===== config.mk =====
export PLATFORM = sky130hd
export DESIGN_NAME = audio_link_connection_sequencer_unit
export DESIGN_NICKNAME = d
export VERILOG_FILES = /design/src/rtl/core/alcs_pkg.sv /design/src/rtl/core/alcs_step.sv /design/src/rtl/core/audio_link_connection_sequencer_unit.sv
export SDC_FILE = /design/constraint.sdc
export NUM_CORES = 1
export LEC_CHECK = 0
export BUFFER_PORTS_ARGS = -buffer_cell sky130_fd_sc_hd__buf_2
export CAP_MARGIN = 5
export CORE_MARGIN = 5
export CORE_UTILIZATION = 43
export CTS_BUF_LIST = sky130_fd_sc_hd__clkbuf_4 sky130_fd_sc_hd__clkbuf_8
export DETAILED_ROUTE_END_ITERATION = 12
export GPL_TIMING_DRIVEN = 0
export SLEW_MARGIN = 20
export SYNTH_ARGS = -nofsm -noshare
export SYNTH_HDL_FRONTEND = slang
export SYNTH_SLANG_ARGS = --single-unit

===== constraint.sdc =====
create_clock -name clk -period 17.45 [get_ports clk]
set_clock_uncertainty 0.2 [all_clocks]
set_input_delay 3.49 -clock clk [delete_from_list [all_inputs] [get_ports clk]]
set_output_delay 3.49 -clock clk [all_outputs]
set_load 0.01 [all_outputs]

===== src/rtl/core/alcs_pkg.sv =====
package alcs_pkg;

  localparam int unsigned AddrW = 48;
  localparam int unsigned BeatW = 8;
  localparam int unsigned CfgIdxW = 2;

  localparam logic [BeatW-1:0] CONNECT_TIMEOUT_RST = 8'd2;
  localparam logic [BeatW-1:0] MEDIA_RUN_RST = 8'd10;

  localparam logic [CfgIdxW-1:0] REG_CONNECT_TIMEOUT = 2'd0;
  localparam logic [CfgIdxW-1:0] REG_MEDIA_RUN = 2'd1;

  localparam logic [2:0] OP_DISC_RESULT = 3'd0;
  localparam logic [2:0] OP_DISC_STOPPED = 3'd1;
  localparam logic [2:0] OP_CONN_STATE = 3'd2;
  localparam logic [2:0] OP_AUDIO_STATE = 3'd3;
  localparam logic [2:0] OP_AUDIO_CFG = 3'd4;
  localparam logic [2:0] OP_MEDIA_ACK = 3'd5;
  localparam logic [2:0] OP_HEARTBEAT = 3'd6;

  localparam logic [2:0] LK_IDLE = 3'd0;
  localparam logic [2:0] LK_DISCOVERING = 3'd1;
  localparam logic [2:0] LK_DISCOVERED = 3'd2;
  localparam logic [2:0] LK_UNCONNECTED = 3'd3;
  localparam logic [2:0] LK_CONNECTING = 3'd4;
  localparam logic [2:0] LK_CONNECTED = 3'd5;
  localparam logic [2:0] LK_DISCONNECTING = 3'd6;

  localparam logic [1:0] MD_IDLE = 2'd0;
  localparam logic [1:0] MD_STARTING = 2'd1;
  localparam logic [1:0] MD_STARTED = 2'd2;
  localparam logic [1:0] MD_STOPPING = 2'd3;

  localparam logic [1:0] CS_DISCONNECTED = 2'd0;
  localparam logic [1:0] CS_CONNECTED = 2'd2;

  localparam logic [1:0] ACK_CHECK = 2'd0;
  localparam logic [1:0] ACK_START = 2'd1;
  localparam logic [1:0] ACK_STOP = 2'd2;

  localparam logic [3:0] CMD_CONNECT = 4'd0;
  localparam logic [3:0] CMD_DISCONNECT = 4'd1;
  localparam logic [3:0] CMD_DISC_START = 4'd2;
  localparam logic [3:0] CMD_DISC_CANCEL = 4'd3;
  localparam logic [3:0] CMD_CHECK = 4'd4;
  localparam logic [3:0] CMD_MSTART = 4'd5;
  localparam logic [3:0] CMD_MSTOP = 4'd6;
  localparam logic [3:0] CMD_SCAN_ON = 4'd7;
  localparam logic [3:0] CMD_SCAN_OFF = 4'd8;

  typedef struct packed {
    logic [2:0]       opcode;
    logic             device_matches;
    logic [AddrW-1:0] device_address;
    logic [1:0]       conn_state;
    logic [1:0]       ack_command;
    logic             ack_success;
  } in_item_t;

  typedef struct packed {
    logic [3:0]       command;
    logic [AddrW-1:0] peer_address;
    logic [2:0]       link_now;
    logic [1:0]       media_now;
    logic             led_on;
    logic             last;
  } out_item_t;

  typedef struct packed {
    logic [2:0]       link;
    logic [1:0]       media;
    logic [BeatW-1:0] connect_beats;
    logic [BeatW-1:0] media_beats;
    logic [AddrW-1:0] peer;
    logic             led;
  } seq_state_t;

  typedef struct packed {
    logic [BeatW-1:0] connect_timeout;
    logic [BeatW-1:0] media_run;
  } cfg_t;

endpackage


===== src/rtl/core/alcs_step.sv =====
module alcs_step (
  input  alcs_pkg::in_item_t   item,
  input  alcs_pkg::seq_state_t cur,
  input  alcs_pkg::cfg_t       cfg,
  output alcs_pkg::seq_state_t nxt,
  output logic                 res_valid,
  output alcs_pkg::out_item_t  res
);
  import alcs_pkg::*;

  logic             in_sm;
  logic             emit;
  logic [3:0]       cmd;
  logic [BeatW:0]   cb_inc;
  logic [BeatW:0]   mb_inc;
  logic             ack_ok;

  assign in_sm = (cur.link >= LK_UNCONNECTED) && (cur.link <= LK_DISCONNECTING);
  assign cb_inc = {1'b0, cur.connect_beats} + {{BeatW{1'b0}}, 1'b1};
  assign mb_inc = {1'b0, cur.media_beats} + {{BeatW{1'b0}}, 1'b1};
  assign ack_ok = item.ack_success;

  always_comb begin
    nxt = cur;
    emit = 1'b0;
    cmd = CMD_CONNECT;
    if (item.opcode == OP_DISC_RESULT) begin
      if (item.device_matches) begin
        nxt.link = LK_DISCOVERED;
        nxt.peer = item.device_address;
        emit = 1'b1;
        cmd = CMD_DISC_CANCEL;
      end
    end else if (item.opcode == OP_DISC_STOPPED) begin
      emit = 1'b1;
      if (cur.link == LK_DISCOVERED) begin
        nxt.link = LK_CONNECTING;
        cmd = CMD_CONNECT;
      end else begin
        cmd = CMD_DISC_START;
      end
    end else if (item.opcode == OP_CONN_STATE && in_sm) begin
      if (cur.link == LK_CONNECTING) begin
        if (item.conn_state == CS_CONNECTED) begin
          nxt.link = LK_CONNECTED;
          nxt.media = MD_IDLE;
          nxt.led = 1'b1;
          emit = 1'b1;
          cmd = CMD_SCAN_OFF;
        end else if (item.conn_state == CS_DISCONNECTED) begin
          nxt.link = LK_UNCONNECTED;
        end
      end else if (cur.link == LK_CONNECTED) begin
        if (item.conn_state == CS_DISCONNECTED) begin
          nxt.link = LK_UNCONNECTED;
          nxt.led = 1'b0;
          emit = 1'b1;
          cmd = CMD_SCAN_ON;
        end
      end else if (cur.link == LK_DISCONNECTING) begin
        if (item.conn_state == CS_DISCONNECTED) begin
          nxt.link = LK_UNCONNECTED;
          emit = 1'b1;
          cmd = CMD_SCAN_ON;
        end
      end
    end else if (item.opcode == OP_MEDIA_ACK && in_sm) begin
      if (cur.link == LK_CONNECTED) begin
        unique case (cur.media)
          MD_IDLE: begin
            if (item.ack_command == ACK_CHECK && ack_ok) begin
              emit = 1'b1;
              cmd = CMD_MSTART;
              nxt.media = MD_STARTING;
            end
          end
          MD_STARTING: begin
            if (item.ack_command == ACK_START && ack_ok) begin
              nxt.media_beats = '0;
              nxt.media = MD_STARTED;
            end else begin
              nxt.media = MD_IDLE;
            end
          end
          MD_STARTED: begin
          end
          default: begin
            emit = 1'b1;
            if (item.ack_command == ACK_STOP && ack_ok) begin
              nxt.media = MD_IDLE;
              nxt.link = LK_DISCONNECTING;
              cmd = CMD_DISCONNECT;
            end else begin
              cmd = CMD_MSTOP;
            end
          end
        endcase
      end
    end else if (item.opcode == OP_HEARTBEAT && in_sm) begin
      if (cur.link == LK_UNCONNECTED) begin
        emit = 1'b1;
        cmd = CMD_CONNECT;
        nxt.link = LK_CONNECTING;
        nxt.connect_beats = '0;
      end else if (cur.link == LK_CONNECTING) begin
        if (cb_inc >= {1'b0, cfg.connect_timeout}) begin
          nxt.link = LK_UNCONNECTED;
          nxt.connect_beats = '0;
        end else begin
          nxt.connect_beats = cb_inc[BeatW-1:0];
        end
      end else if (cur.link == LK_CONNECTED) begin
        if (cur.media == MD_IDLE) begin
          emit = 1'b1;
          cmd = CMD_CHECK;
        end else if (cur.media == MD_STARTED) begin
          if (mb_inc >= {1'b0, cfg.media_run}) begin
            emit = 1'b1;
            cmd = CMD_MSTOP;
            nxt.media = MD_STOPPING;
            nxt.media_beats = '0;
          end else begin
            nxt.media_beats = mb_inc[BeatW-1:0];
          end
        end
      end
    end
  end

  always_comb begin
    res_valid = emit;
    res.command = cmd;
    res.peer_address = (cmd == CMD_CONNECT || cmd == CMD_DISCONNECT) ? nxt.peer : '0;
    res.link_now = nxt.link;
    res.media_now = nxt.media;
    res.led_on = nxt.led;
    res.last = 1'b1;
  end

endmodule


===== src/rtl/core/audio_link_connection_sequencer_unit.sv =====
// channel | dir | handshake            | payload
// in      | in  | in_valid / in_ready   | in_data  (alcs_pkg::in_item_t)
// out     | out | out_valid / out_ready | out_data (alcs_pkg::out_item_t)
// cfg     | in  | cfg_we               | cfg_index, cfg_wdata
//
// One transaction per cycle sustained while out_ready holds; out_valid rises once an accepted event
// has passed the input register, then the step logic into the result register.
// At most one result per event; events with no command leave no result.
// Reset (synchronous, rst_n low): link discovering, media idle, counters, peer and LED
// cleared, registers at their defaults. Both stages hold while a result waits on out_ready.
module audio_link_connection_sequencer_unit (
  input  logic                             clk,
  input  logic                             rst_n,
  input  logic                             in_valid,
  output logic                             in_ready,
  input  alcs_pkg::in_item_t               in_data,
  output logic                             out_valid,
  input  logic                             out_ready,
  output alcs_pkg::out_item_t              out_data,
  input  logic                             cfg_we,
  input  logic [alcs_pkg::CfgIdxW-1:0]     cfg_index,
  input  logic [alcs_pkg::BeatW-1:0]       cfg_wdata
);
  import alcs_pkg::*;

  cfg_t       cfg_r;
  seq_state_t state_r;
  seq_state_t state_nxt;
  in_item_t   s1_item_r;
  logic       s1_valid_r;
  logic       out_valid_r;
  out_item_t  out_data_r;
  logic       res_valid;
  out_item_t  res;
  logic       out_free;
  logic       s1_go;

  assign out_free = !out_valid_r || out_ready;
  assign s1_go = s1_valid_r && out_free;
  assign in_ready = !s1_valid_r || out_free;
  assign out_valid = out_valid_r;
  assign out_data = out_data_r;

  alcs_step u_step (
    .item      (s1_item_r),
    .cur       (state_r),
    .cfg       (cfg_r),
    .nxt       (state_nxt),
    .res_valid (res_valid),
    .res       (res)
  );

  always_ff @(posedge clk) begin
    if (!rst_n) begin
      cfg_r.connect_timeout <= CONNECT_TIMEOUT_RST;
      cfg_r.media_run <= MEDIA_RUN_RST;
    end else if (cfg_we) begin
      if (cfg_index == REG_CONNECT_TIMEOUT) begin
        cfg_r.connect_timeout <= cfg_wdata;
      end else if (cfg_index == REG_MEDIA_RUN) begin
        cfg_r.media_run <= cfg_wdata;
      end
    end
  end

  always_ff @(posedge clk) begin
    if (!rst_n) begin
      state_r.link <= LK_DISCOVERING;
      state_r.media <= MD_IDLE;
      state_r.connect_beats <= '0;
      state_r.media_beats <= '0;
      state_r.peer <= '0;
      state_r.led <= 1'b0;
    end else if (s1_go) begin
      state_r <= state_nxt;
    end
  end

  always_ff @(posedge clk) begin
    if (!rst_n) begin
      s1_valid_r <= 1'b0;
    end else if (in_ready) begin
      s1_valid_r <= in_valid;
    end
  end

  always_ff @(posedge clk) begin
    if (in_ready && in_valid) begin
      s1_item_r <= in_data;
    end
  end

  always_ff @(posedge clk) begin
    if (!rst_n) begin
      out_valid_r <= 1'b0;
    end else if (out_free) begin
      out_valid_r <= s1_go && res_valid;
    end
  end

  always_ff @(posedge clk) begin
    if (s1_go && res_valid) begin
      out_data_r <= res;
    end
  end

  a_s1_hold: assert property (@(posedge clk) disable iff (!rst_n)
    s1_valid_r && !out_free |=> s1_valid_r && $stable(s1_item_r))
    else $error("stalled event lost from input stage");

  a_state_hold: assert property (@(posedge clk) disable iff (!rst_n)
    !s1_go |=> $stable(state_r))
    else $error("state changed without an event");

  a_peer_zero: assert property (@(posedge clk) disable iff (!rst_n)
    out_valid_r && out_data_r.command != CMD_CONNECT && out_data_r.command != CMD_DISCONNECT
    |-> out_data_r.peer_address == '0)
    else $error("peer address on a command that carries none");

endmodule


==> summary.md, run 1 <==
| Metric | Value |
|---|---|
| Classification of the worst-slack hold path | flip-flop to flip-flop |
| Startpoint types | primary input |
| Overall track demand over capacity in global routing | 0.173 |
| Quantity of hold-fixing buffers added after cts | 0 |
| TritonCTS clock tree | done |
| Post-synthesis sequential area ratio | 0.570 |
| Crit path max fanout | 5 |
| H-tree levels | 2 |
| Area share of the leading cell type in the synthesized netlist | 0.377 |
| Post-route worst hold slack | ~0.26 ns |
| Synth Net Count | 906 |
| Post-synthesis register bit count | 203 |
| Arrival @ worst endpoint | between 4 and 5 ns |
| Post-synth ARST share | 0 |
| Area contributors post-synth | sky130_fd_sc_hd__edfxtp_1 38%, sky130_fd_sc_hd__dfxtp_1 19%, sky130_fd_sc_hd__mux2i_1 6.0% |
| Area growth, synth to finish | 20.7% |
| Placed wire-length estimate | 14,700 um |
| Net switching power | 0.235 mW |
| Clock transition at the registers of the reported paths | about 0.050 ns |
| DP Worst Slack | 9.66 ns |
| Unrepaired setup endpoints after global routing | no |
| Actual transition at the worst max-transition pin | 0.846 ns |
| GR Util met2 | 0.270 |
| First-pass GRT wire length | 33,900 um |
| Number of antenna violations at the first check in global routing | 0 |
| Type of the worst setup path | primary input to output port |
| PnR worst setup slack | 9.66 ns |
| Die width | 156 um |
| Commonest register cell after synthesis | sky130_fd_sc_hd__edfxtp_1 |
| Total clock buffers created by CTS | 37 |
| Final net count | approximately 1.1k |
| Final period demand of the worst path | about 8 ns |
| Initial detailed-routing violation count | about 270 |
| Final cell count without fillers | 1,297 |
| Count of cells along the worst hold path | 2 |
| Number of cells on the worst reg-to-reg path | 13 |
| Max Cap Viol | 0 |
| Max-slew violation count | 0 |
| Final routed wire length divided by cell count | 16.3 um |
| Gate Count Post-Synth | 816 |
| Met3 usage in global routing | 0.0355 |
| Global route overflow | 0 |
| Share of power burned in the clock network | 0.443 |
| Global route hottest layer | met2 |
| Final Hold Violating Endpoints | 0 |
| Static Leak | 4.09 nW |
| Count of cells resized by post-cts repair | 0 |
| Via count of the routed design | 6,562 |
| Post-route fraction of the period consumed by the critical path | 0.446 |
| Post-CTS setup-driven buffer insertion count | 0 |
| Ratio of cells with drive above 1 in the final layout | 0.262 |
| Ratio of total power to cell area | 94.5 nW/um2 |
| Number of cells after detailed placement | 1,228 |
| Comb pwr share | 0.053 |
| Clock sinks | 203 |
| Slew HR | 0.436 |
| Via count of the first global-routing pass | about 6.5k |
| Worst-Skew Late Latency | 0.53 ns |
| Pint | 0.809 mW |
| Number of nets still failing antenna checks after routing | 0 |
| Post-Syn Area per Cell | 11.2 um2 |
| Effective utilization at floorplan | 0.436 |
| Die height | 156 um |
| Kind of end point of the critical path | output port |
| TritonRoute pass-1 iters | 5 |
| Number of buffer cells added on primary ports | 131 |
| RD Place Congestion | around 0.87 |
| Site Rows | between 50 and 60 |
| Root Buffer Master | sky130_fd_sc_hd__clkbuf_8 |
| Post-synthesis cell type count | 70 |
| Maximum root-to-sink buffer count | 3 |
| Residual DRC count | 0 |
| Die footprint | 24,300 um2 |
| Post-synthesis cell type with the largest combined area | sky130_fd_sc_hd__edfxtp_1 |
| Largest net degree at the start of global routing | between 40 and 50 |
| Part of the power in registers | 0.504 |
| Final setup TNS | 0 ns |
| Vias per std cell | approximately 5.1 |
| Worst path required time | between 10 and 15 ns |
| Count of synthesis-stage warnings from yosys | 0 |
| Outcome | finished, final reports clean |
| Post-synthesis cell area | 9160 um2 |
| Placeable core region | 21,000 um2 |
| Setup-failing EPs final | 0 |
| Final WL | 21,200 um |
| GR Layer Usage met1 | 0.242 |
| Placement-stage cell area | 10,300 um2 |
| Fmax | 128 MHz |
| Post-synth EDFFs | 115 |
| Ports | 133 |
| Max rail drop VDD | 65.9 uV |
| Post-route standard cell area excluding fillers | about 11,000 um2 |
| Switching share of power | 0.225 |
per-layer routing:
layer / vias up / share of wire
met2: 192 / 0.46
met4: 0 / 0.019
li1: 3292 / -
met3: 28 / 0.066
met1: 3050 / 0.45
met5: - / 0
logic make-up (layout without fill, tap and decap cells):
| group | Yosys count | in the layout | synth area share |
|---|---|---|---|
| xor gates and xnor gates | 13 | 13 | 0.0124 |
| and+or+nand+nor | 302 | 302 | 0.172 |
| other | 1 | 2 | 0.000410 |
| adders and majority gates | 18 | 18 | 0.0246 |
| DFF | 203 | 203 | 0.570 |
| muxes | 55 | 55 | 0.0601 |
| AOI/OAI and AO/OA | 151 | 151 | 0.120 |
| buffers and inverters | 73 | 278 | 0.0410 |
cells in the mapped netlist (all sizes together) (7+ instances only):
library cell	n
edfxtp	115
ha	18
nor2b	19
o21ai	23
nand3b	8
nor3	56
xnor2	7
buf	28
nand2b	11
dfxtp	88
nand3	14
a21boi	55
inv	23
a21oi	20
nor2	23
mux2i	55
clkbuf	22
and3	7
nand2	136
a31oi	7
a21o	9
critical path, cell delays in order:
cell and delay [ns]:
sky130_fd_sc_hd__buf_2 0.09, sky130_fd_sc_hd__nor2b_1 0.25, sky130_fd_sc_hd__nand2_1 0.12, sky130_fd_sc_hd__buf_2 0.15
power by group through the flow:
| stage | sequential, mW | combinational [mW] | clock [mW] |
|---|---|---|---|
| 2_1_floorplan | 0.537 | 0.0296 | 0 |
| 3_3_place_gp | 0.538 | 0.0530 | 0 |
| 3_5_place_dp | 0.536 | 0.0558 | 0 |
| 4_1_cts | 0.526 | 0.0562 | 0.479 |
| 5_1_grt | 0.528 | 0.0611 | 0.502 |
| 6_report | 0.526 | 0.0552 | 0.463 |
metrics by stage:
| stage | utilization | total power, mW |
|---|---|---|
| after floorplan | - | 0.567 |
| final | 0.526 | 1.04 |
| after global routing | 0.526 | 1.09 |
| after detailed placement | 0.489 | 0.592 |
| after CTS | 0.526 | 1.06 |
| after global placement | 0.483 | 0.591 |
registers in the layout, indices dropped and copies added, names as in the netlist:
signal      cells
out_valid       1
out_data       58
cfg_r          16
state_r        70
s1_valid_r      1
s1_item_r      57
worst paths after layout:
check / start / slack (ns) / end
worst max register to register: state_r[49] / 13.18 / out_data[52]
worst min register to register: state_r[43] / 0.26 / state_r[43]
worst min-delay path: state_r[43] / 0.26 / state_r[43]
worst max-delay path: out_ready / 9.66 / in_ready
cell usage in the layout (no fill, tap or decap), types with 21 or more instances in the layout:
cell / synthesis / routed
sky130_fd_sc_hd__nor3_1: 35 / 35
sky130_fd_sc_hd__edfxtp_1: 115 / 115
sky130_fd_sc_hd__buf_2: 12 / 143
sky130_fd_sc_hd__inv_1: 23 / 23
sky130_fd_sc_hd__mux2i_1: 55 / 55
sky130_fd_sc_hd__nand2_1: 135 / 135
sky130_fd_sc_hd__nor2_1: 22 / 22
sky130_fd_sc_hd__clkbuf_8: 0 / 45
sky130_fd_sc_hd__dfxtp_1: 88 / 88
sky130_fd_sc_hd__clkbuf_1: 21 / 21
sky130_fd_sc_hd__a21boi_0: 49 / 49
final cells by class:
class,instances,area (um2)
Antenna cell,1,2.50
Clock buffer,60,732
Tap cell,275,344
Fill cell,1871,9970
Sequential cell,203,5220
Timing Repair Buffer,137,751
Buffer,50,289
Inverter,23,86.3
Clock inverter,8,45.0
Multi-Input combinational cell,540,3580
(Power assumes the default switching activity.)
==> run 2, diff against run 1 <==
Settings changed: PLACE_DENSITY set to 0.65.
Clock period 17.45 ns to 7.05 ns, I/O delays scaled along.
==> run 2 against run 1 <==
Compared with the run above: global-route usage fell by 0.54 points; largest cell class unchanged; combinational power rose by 150%; critical endpoint is now out_data[29]; final cell count rose by 0.15%; clock-buffer cell count fell by 1; via count rose by 1.1%; critical path depth rose by 9.
==> summary.md, run 2 (synthesized netlist as in run 1, its figures left out) <==
| Metric | Value |
|---|---|
| Largest net degree at the start of global routing | 40 (-7.0%) |
| Unrepaired setup endpoints after global routing | no |
| Area growth, synth to finish | 20.4% |
| Fmax | 246 MHz |
| Max Cap Viol | 0 (unchanged) |
| Initial detailed-routing violation count | 313 (+18%) |
| Final period demand of the worst path | 4.07 ns |
| Largest stage delay on the critical path | 0.61 ns (+0.36 ns) |
| Post-route standard cell area excluding fillers | 11,000 um2 (-0.20%) |
| Final design utilization | 0.525 (-0.00107) |
| Ratio of total power to cell area | 231 nW/um2 (+140%) |
| Die width | 156 um (unchanged) |
| Max rail drop VDD | 150 uV (+130%) |
| Startpoint types | flip-flop |
| Bufs and invs on worst path | 3 (+1) |
| Arrival @ worst endpoint | 4.09 ns (about the same) |
| Type of the worst setup path | flip-flop to flip-flop |
| Number of buffer cells added on primary ports | 131 (unchanged) |
| Number of cells after detailed placement | 1,228 (unchanged) |
| Final Hold Violating Endpoints | 0 (unchanged) |
| Ports | 133 (unchanged) |
| Static Leak | 4.07 nW (-0.47%) |
| Classification of the worst-slack hold path | flip-flop to flip-flop |
| Number of logic stages on the critical path including buffering | 13 (+9) |
| Placed wire-length estimate | 14,600 um (-0.38%) |
| Count of cells resized by post-cts repair | 0 (unchanged) |
| Global route overflow | 0 (unchanged) |
| Overall track demand over capacity in global routing | 0.168 (-0.00543) |
| Via count of the first global-routing pass | 6,387 (-1.1%) |
| Number of nets still failing antenna checks after routing | 0 (unchanged) |
| Quantity of hold-fixing buffers added after cts | 0 (unchanged) |
| Worst-Skew Late Latency | 0.52 ns (about the same) |
| Final setup TNS | 0 ns (unchanged) |
| Cell class contributing the biggest share of worst-path delay | compound AO/OA/AOI/OAI gates |
| TritonRoute pass-1 iters | 5 (unchanged) |
| Effective utilization at floorplan | 0.436 (unchanged) |
| Outcome | finished, final reports clean |
| Die footprint | 24,300 um2 (unchanged) |
| Final cell count without fillers | 1,299 (+0.15%) |
| TritonCTS clock tree | done |
| Final net count | 1,082 (unchanged) |
| Placeable core region | 21,000 um2 (unchanged) |
| Placement-stage cell area | 10,300 um2 (about the same) |
| Clock sinks | 203 (unchanged) |
| Max FFs per register | 70 (unchanged) |
| Number of antenna violations at the first check in global routing | 5 (+5) |
| Vias per std cell | 5.11 (+0.91%) |
| CP max stage cell | sky130_fd_sc_hd__a221oi_4 |
| Worst path required time | 7.07 ns (-6.69 ns) |
| Most common cell after layout, fill and taps aside | sky130_fd_sc_hd__buf_2 |
| Via count of the routed design | 6,632 (+1.1%) |
| Residual DRC count | 0 (unchanged) |
| Total clock buffers created by CTS | 37 (unchanged) |
| Reg with most FFs | state_r |
| Final routed wire length divided by cell count | 15.9 um (-2.4%) |
| Count of cells along the worst hold path | 2 (unchanged) |
| Reg-to-Reg Start | state_r[49] |
| Critical path cell sequence | nand3_1 > nor2_1 > nand3_1 > xnor2_1 > ha_1 > and3_1 > nand3_1 > o21ai_1 > o41ai_4 > a221oi_4 > buf_8 > buf_8 > buf_8 |
| RD Place Congestion | 0.884 (+1.3%) |
| Ratio of cells with drive above 1 in the final layout | 0.261 (-0.00170) |
| Slew HR | 0.503 (+0.0667) |
| Filler instances | 1,901 (+1.6%) |
| Most frequent cells in the layout | 143 x sky130_fd_sc_hd__buf_2, 135 x sky130_fd_sc_hd__nand2_1, 115 x sky130_fd_sc_hd__edfxtp_1 |
| Crit path max fanout | 11 (+6) |
| Post-route worst hold slack | 0.261 ns (+0.000862 ns) |
| DP Worst Slack | 2.96 ns (-6.70 ns) |
| Actual transition at the worst max-transition pin | 0.744 ns (-0.102 ns) |
| First-pass GRT wire length | 32,900 um (-3.1%) |
| Max-slew violation count | 0 (unchanged) |
| Post-route fraction of the period consumed by the critical path | 0.578 |
| Final WL | 20,700 um (-2.3%) |
| Maximum root-to-sink buffer count | 3 (unchanged) |
| Die height | 156 um (unchanged) |
| Root Buffer Master | sky130_fd_sc_hd__clkbuf_8 |
| Startpoint of the lowest-slack hold path | state_r[5] |
| Setup-failing EPs final | 0 (unchanged) |
| Total power of the final layout | 2.55 mW (+140%) |
| Number of cells on the worst reg-to-reg path | 13 (unchanged) |
| Post-CTS setup-driven buffer insertion count | 0 (unchanged) |
| Clock transition at the registers of the reported paths | 0.06 ns (about the same) |
| PnR worst setup slack | 2.98 ns (-6.68 ns) |
| Kind of end point of the critical path | flip-flop |
| Site Rows | 53 (unchanged) |
| Launch point of the critical path | state_r[49] |
| H-tree levels | 2 (unchanged) |
==> run 2: cell count changes in the layout (fill, tap and decap cells not counted), sizes merged <==
cell	delta
clkbuf	-1
clkinvlp	+1
diode	+3
inv	-2
clkinv	+1
==> run 2: worst register-to-register path, stage by stage (launching register included) <==
cell and delay, ns:
sky130_fd_sc_hd__dfxtp_1 0.44, sky130_fd_sc_hd__nand3_1 0.20, sky130_fd_sc_hd__nor2_1 0.30, sky130_fd_sc_hd__nand3_1 0.16, sky130_fd_sc_hd__xnor2_1 0.17, sky130_fd_sc_hd__ha_1 0.31
sky130_fd_sc_hd__and3_1 0.19, sky130_fd_sc_hd__nand3_1 0.08, sky130_fd_sc_hd__o21ai_1 0.37, sky130_fd_sc_hd__o41ai_4 0.18, sky130_fd_sc_hd__a221oi_4 0.61, sky130_fd_sc_hd__buf_8 0.24
sky130_fd_sc_hd__buf_8 0.16, sky130_fd_sc_hd__buf_8 0.16
==> run 2: area by class of cell <==
class	instances	area, um2	area share
multi-input cells	540	3580	0.325
diodes	4	10.0	0.000908
plain buffers	50	289	0.0262
well taps	275	344	0.0312
clock inverters	8	36.3	0.00329
flip-flops and latches	203	5220	0.473
clock buffers	59	718	0.0651
repair buffers	137	743	0.0674
inverters	23	86.3	0.00783
==> run 2: routing by layer <==
| metal | vias to the layer above | wire length [um] | track usage |
|---|---|---|---|
| met3 | 52 | 1300 | 0.0344 |
| met2 | 201 | 9470 | 0.254 |
| met4 | 2 | 676 | 0.0792 |
| li1 | 3287 | - | - |
| met1 | 3090 | 9250 | 0.231 |
| met5 | - | 13 | 0 |
==> run 2: power by group <==
group	total, mW	switching [mW]	internal (mW)
registers	1.30	0.0169	1.29
logic	0.136	0.0805	0.0551
clock network	1.11	0.467	0.644
==> run 2: worst paths after layout <==
check	endpoint	slack (ns)
setup / recovery	out_data[29]	2.98
hold / removal	state_r[5]	0.26
setup reg to reg	out_data[29]	2.98
hold reg to reg	state_r[5]	0.26
==> run 3, diff against run 2 <==
Settings changed: PLACE_DENSITY 0.65 to not set.
Clock period 7.05 ns to 4 ns, I/O delays scaled along.
==> run 3 against run 2 <==
Compared with the run above: clock power grew 68%; routed wire length up 1.2%; final area barely moved; largest cell class unchanged; critical path type unchanged; die area did not move; first-iteration DRC count fell by 17%.
==> summary.md, run 3 (synthesized netlist as in run 1, its figures left out) <==
| Metric | Value |
|---|---|
| Outcome | finished, final reports clean |
| Final Hold Violating Endpoints | 0 (unchanged) |
| Type of the worst setup path | flip-flop to flip-flop |
| Fmax | 280 MHz (+14%) |
| Static Leak | 4.06 nW (-0.27%) |
| Residual DRC count | 0 (unchanged) |
| Worst path required time | 4.02 ns (-3.05 ns) |
| Startpoint types | flip-flop |
| H-tree levels | 2 (unchanged) |
| First-pass GRT wire length | 33,300 um (+1.5%) |
| Root Buffer Master | sky130_fd_sc_hd__clkbuf_8 |
| Ratio of cells with drive above 1 in the final layout | 0.269 (+0.00830) |
| Ant diodes | 0 (-4) |
| TritonRoute pass-1 iters | 5 (unchanged) |
| Slew HR | 0.505 (+0.00180) |
| Arrival @ worst endpoint | 3.60 ns (-0.49 ns) |
| Final period demand of the worst path | 3.57 ns (-0.500 ns) |
| Kind of end point of the critical path | flip-flop |
| Die width | 156 um (unchanged) |
| Most used cell along the critical path | sky130_fd_sc_hd__nand3_1 |
| Most common cell after layout, fill and taps aside | sky130_fd_sc_hd__buf_2 |
| Overall track demand over capacity in global routing | 0.171 (+0.00280) |
| Placeable core region | 21,000 um2 (unchanged) |
| Number of antenna violations at the first check in global routing | 0 (-5) |
| Bufs and invs on worst path | 1 (-2) |
| Via count of the routed design | 6,599 (-0.50%) |
| Crit path max fanout | 10 (-1) |
| Largest net degree at the start of global routing | 43 (+7.5%) |
| Unrepaired setup endpoints after global routing | no |
| Critical path cell sequence | nand3_2 > nor2_4 > nand3_1 > xnor2_1 > ha_1 > and3_1 > nand3_1 > o21ai_2 > o311ai_2 > o221ai_2 > clkbuf_1 > nor3_1 |
| Max-slew violation count | 0 (unchanged) |
| Largest stage delay on the critical path | 0.50 ns (-0.11 ns) |
| Max Cap Viol | 0 (unchanged) |
| Initial detailed-routing violation count | 261 (-17%) |
| Vias per std cell | 5.09 (-0.34%) |
| Via count of the first global-routing pass | 6,306 (-1.3%) |
| Actual transition at the worst max-transition pin | 0.741 ns (-0.00269 ns) |
| Post-route fraction of the period consumed by the critical path | 0.893 (+0.315) |
| Worst-Skew Late Latency | 0.51 ns (about the same) |
| Final WL | 21,000 um (+1.2%) |
| Max rail drop VDD | 207 uV (+38%) |
| Final routed wire length divided by cell count | 16.2 um (+1.4%) |
| Classification of the worst-slack hold path | primary input to flip-flop |
| Number of nets still failing antenna checks after routing | 0 (unchanged) |
| Area growth, synth to finish | 20.3% (about the same) |
| RD Place Congestion | 0.829 (-6.2%) |
| Placed wire-length estimate | 14,600 um (+0.17%) |
| TritonCTS clock tree | done |
| Number of buffer cells added on primary ports | 131 (unchanged) |
| Max FFs per register | 70 (unchanged) |
| Site Rows | 53 (unchanged) |
| Quantity of hold-fixing buffers added after cts | 0 (unchanged) |
| Cell class contributing the biggest share of worst-path delay | simple AND/OR/NAND/NOR gates |
| Reg with most FFs | state_r |
| Final setup TNS | 0 ns (unchanged) |
| Maximum root-to-sink buffer count | 3 (unchanged) |
| Clock transition at the registers of the reported paths | 0.06 ns (about the same) |
| Most frequent cells in the layout | 143 x sky130_fd_sc_hd__buf_2, 135 x sky130_fd_sc_hd__nand2_1, 115 x sky130_fd_sc_hd__edfxtp_1 |
| Global route overflow | 0 (unchanged) |
| Die height | 156 um (unchanged) |
| Effective utilization at floorplan | 0.436 (unchanged) |
| Die footprint | 24,300 um2 (unchanged) |
| CP max stage cell | sky130_fd_sc_hd__clkbuf_1 |
| Total clock buffers created by CTS | 37 (unchanged) |
| Setup-failing EPs final | 0 (unchanged) |
| Ports | 133 (unchanged) |
| Ratio of total power to cell area | 400 nW/um2 (+73%) |
| Final net count | 1,084 (+0.18%) |
| Placement-stage cell area | 10,300 um2 (+0.23%) |
| Post-route standard cell area excluding fillers | 11,000 um2 (about the same) |
| Clock sinks | 203 (unchanged) |
-- run 3: cell count changes in the layout (fill, tap and decap cells not counted), moves of 2 or more --
cell,change
sky130_fd_sc_hd__buf_4,+3
sky130_fd_sc_hd__buf_8,-2
sky130_fd_sc_hd__clkbuf_4,+5
sky130_fd_sc_hd__clkbuf_8,-7
sky130_fd_sc_hd__dfxtp_1,-3
sky130_fd_sc_hd__dfxtp_2,+2
sky130_fd_sc_hd__diode_2,-4
-- run 3: layout make-up --
class                   count  area [um2]
fillers                  1965       10000
inverters                  23        86.3
clock buffers              57         659
repair buffers            139         754
clock inverters            10        48.8
plain buffers              50         289
well taps                 275         344
multi-input cells         540        3610
flip-flops and latches    203        5220
-- run 3: worst paths after layout --
kind	slack [ns]	endpoint	start	cells past startpoint
worst max-delay path	0.43	out_data[30]	state_r[49]	12
worst min register to register	0.26	state_r[2]	state_r[2]	2
worst max register to register	0.43	out_data[30]	state_r[49]	12
worst min-delay path	0.26	s1_item_r[34]	in_data[34]	1
-- run 3: report_power, final --
| part | switching, mW | internal (mW) |
|---|---|---|
| Clock | 0.820 | 1.05 |
| Combinational | 0.142 | 0.0981 |
| Sequential | 0.0290 | 2.27 |
-- run 3: metrics by stage --
step	total power [mW]	utilization	worst slack [ns]	cells	hold slack, ns
after global routing	4.60	0.524	0.217	1297	0.229
after floorplan	2.47	-	-0.0257	816	0.243
after CTS	4.47	0.523	0.107	1294	0.232
final	4.40	0.524	0.428	1297	0.258
after global placement	2.58	0.486	-1.17	1222	0.249
after detailed placement	2.58	0.489	0.146	1227	0.257
-- run 3: metal layers --
metal	vias up	global-route usage	wire length (um)
li1	3288	-	-
met5	-	0	0
met3	38	0.0341	1160
met4	0	0.0550	467
met1	3106	0.242	9670
met2	167	0.264	9680
-- run 3: timing repair --
| item | in CTS | in global routing |
|---|---|---|
| gates resized for setup | 0 | 0 |
| endpoints found under the setup margin | 0 | 11 |
| buffers inserted | 0 | 3 |
| endpoints found under the hold margin | 0 | 0 |
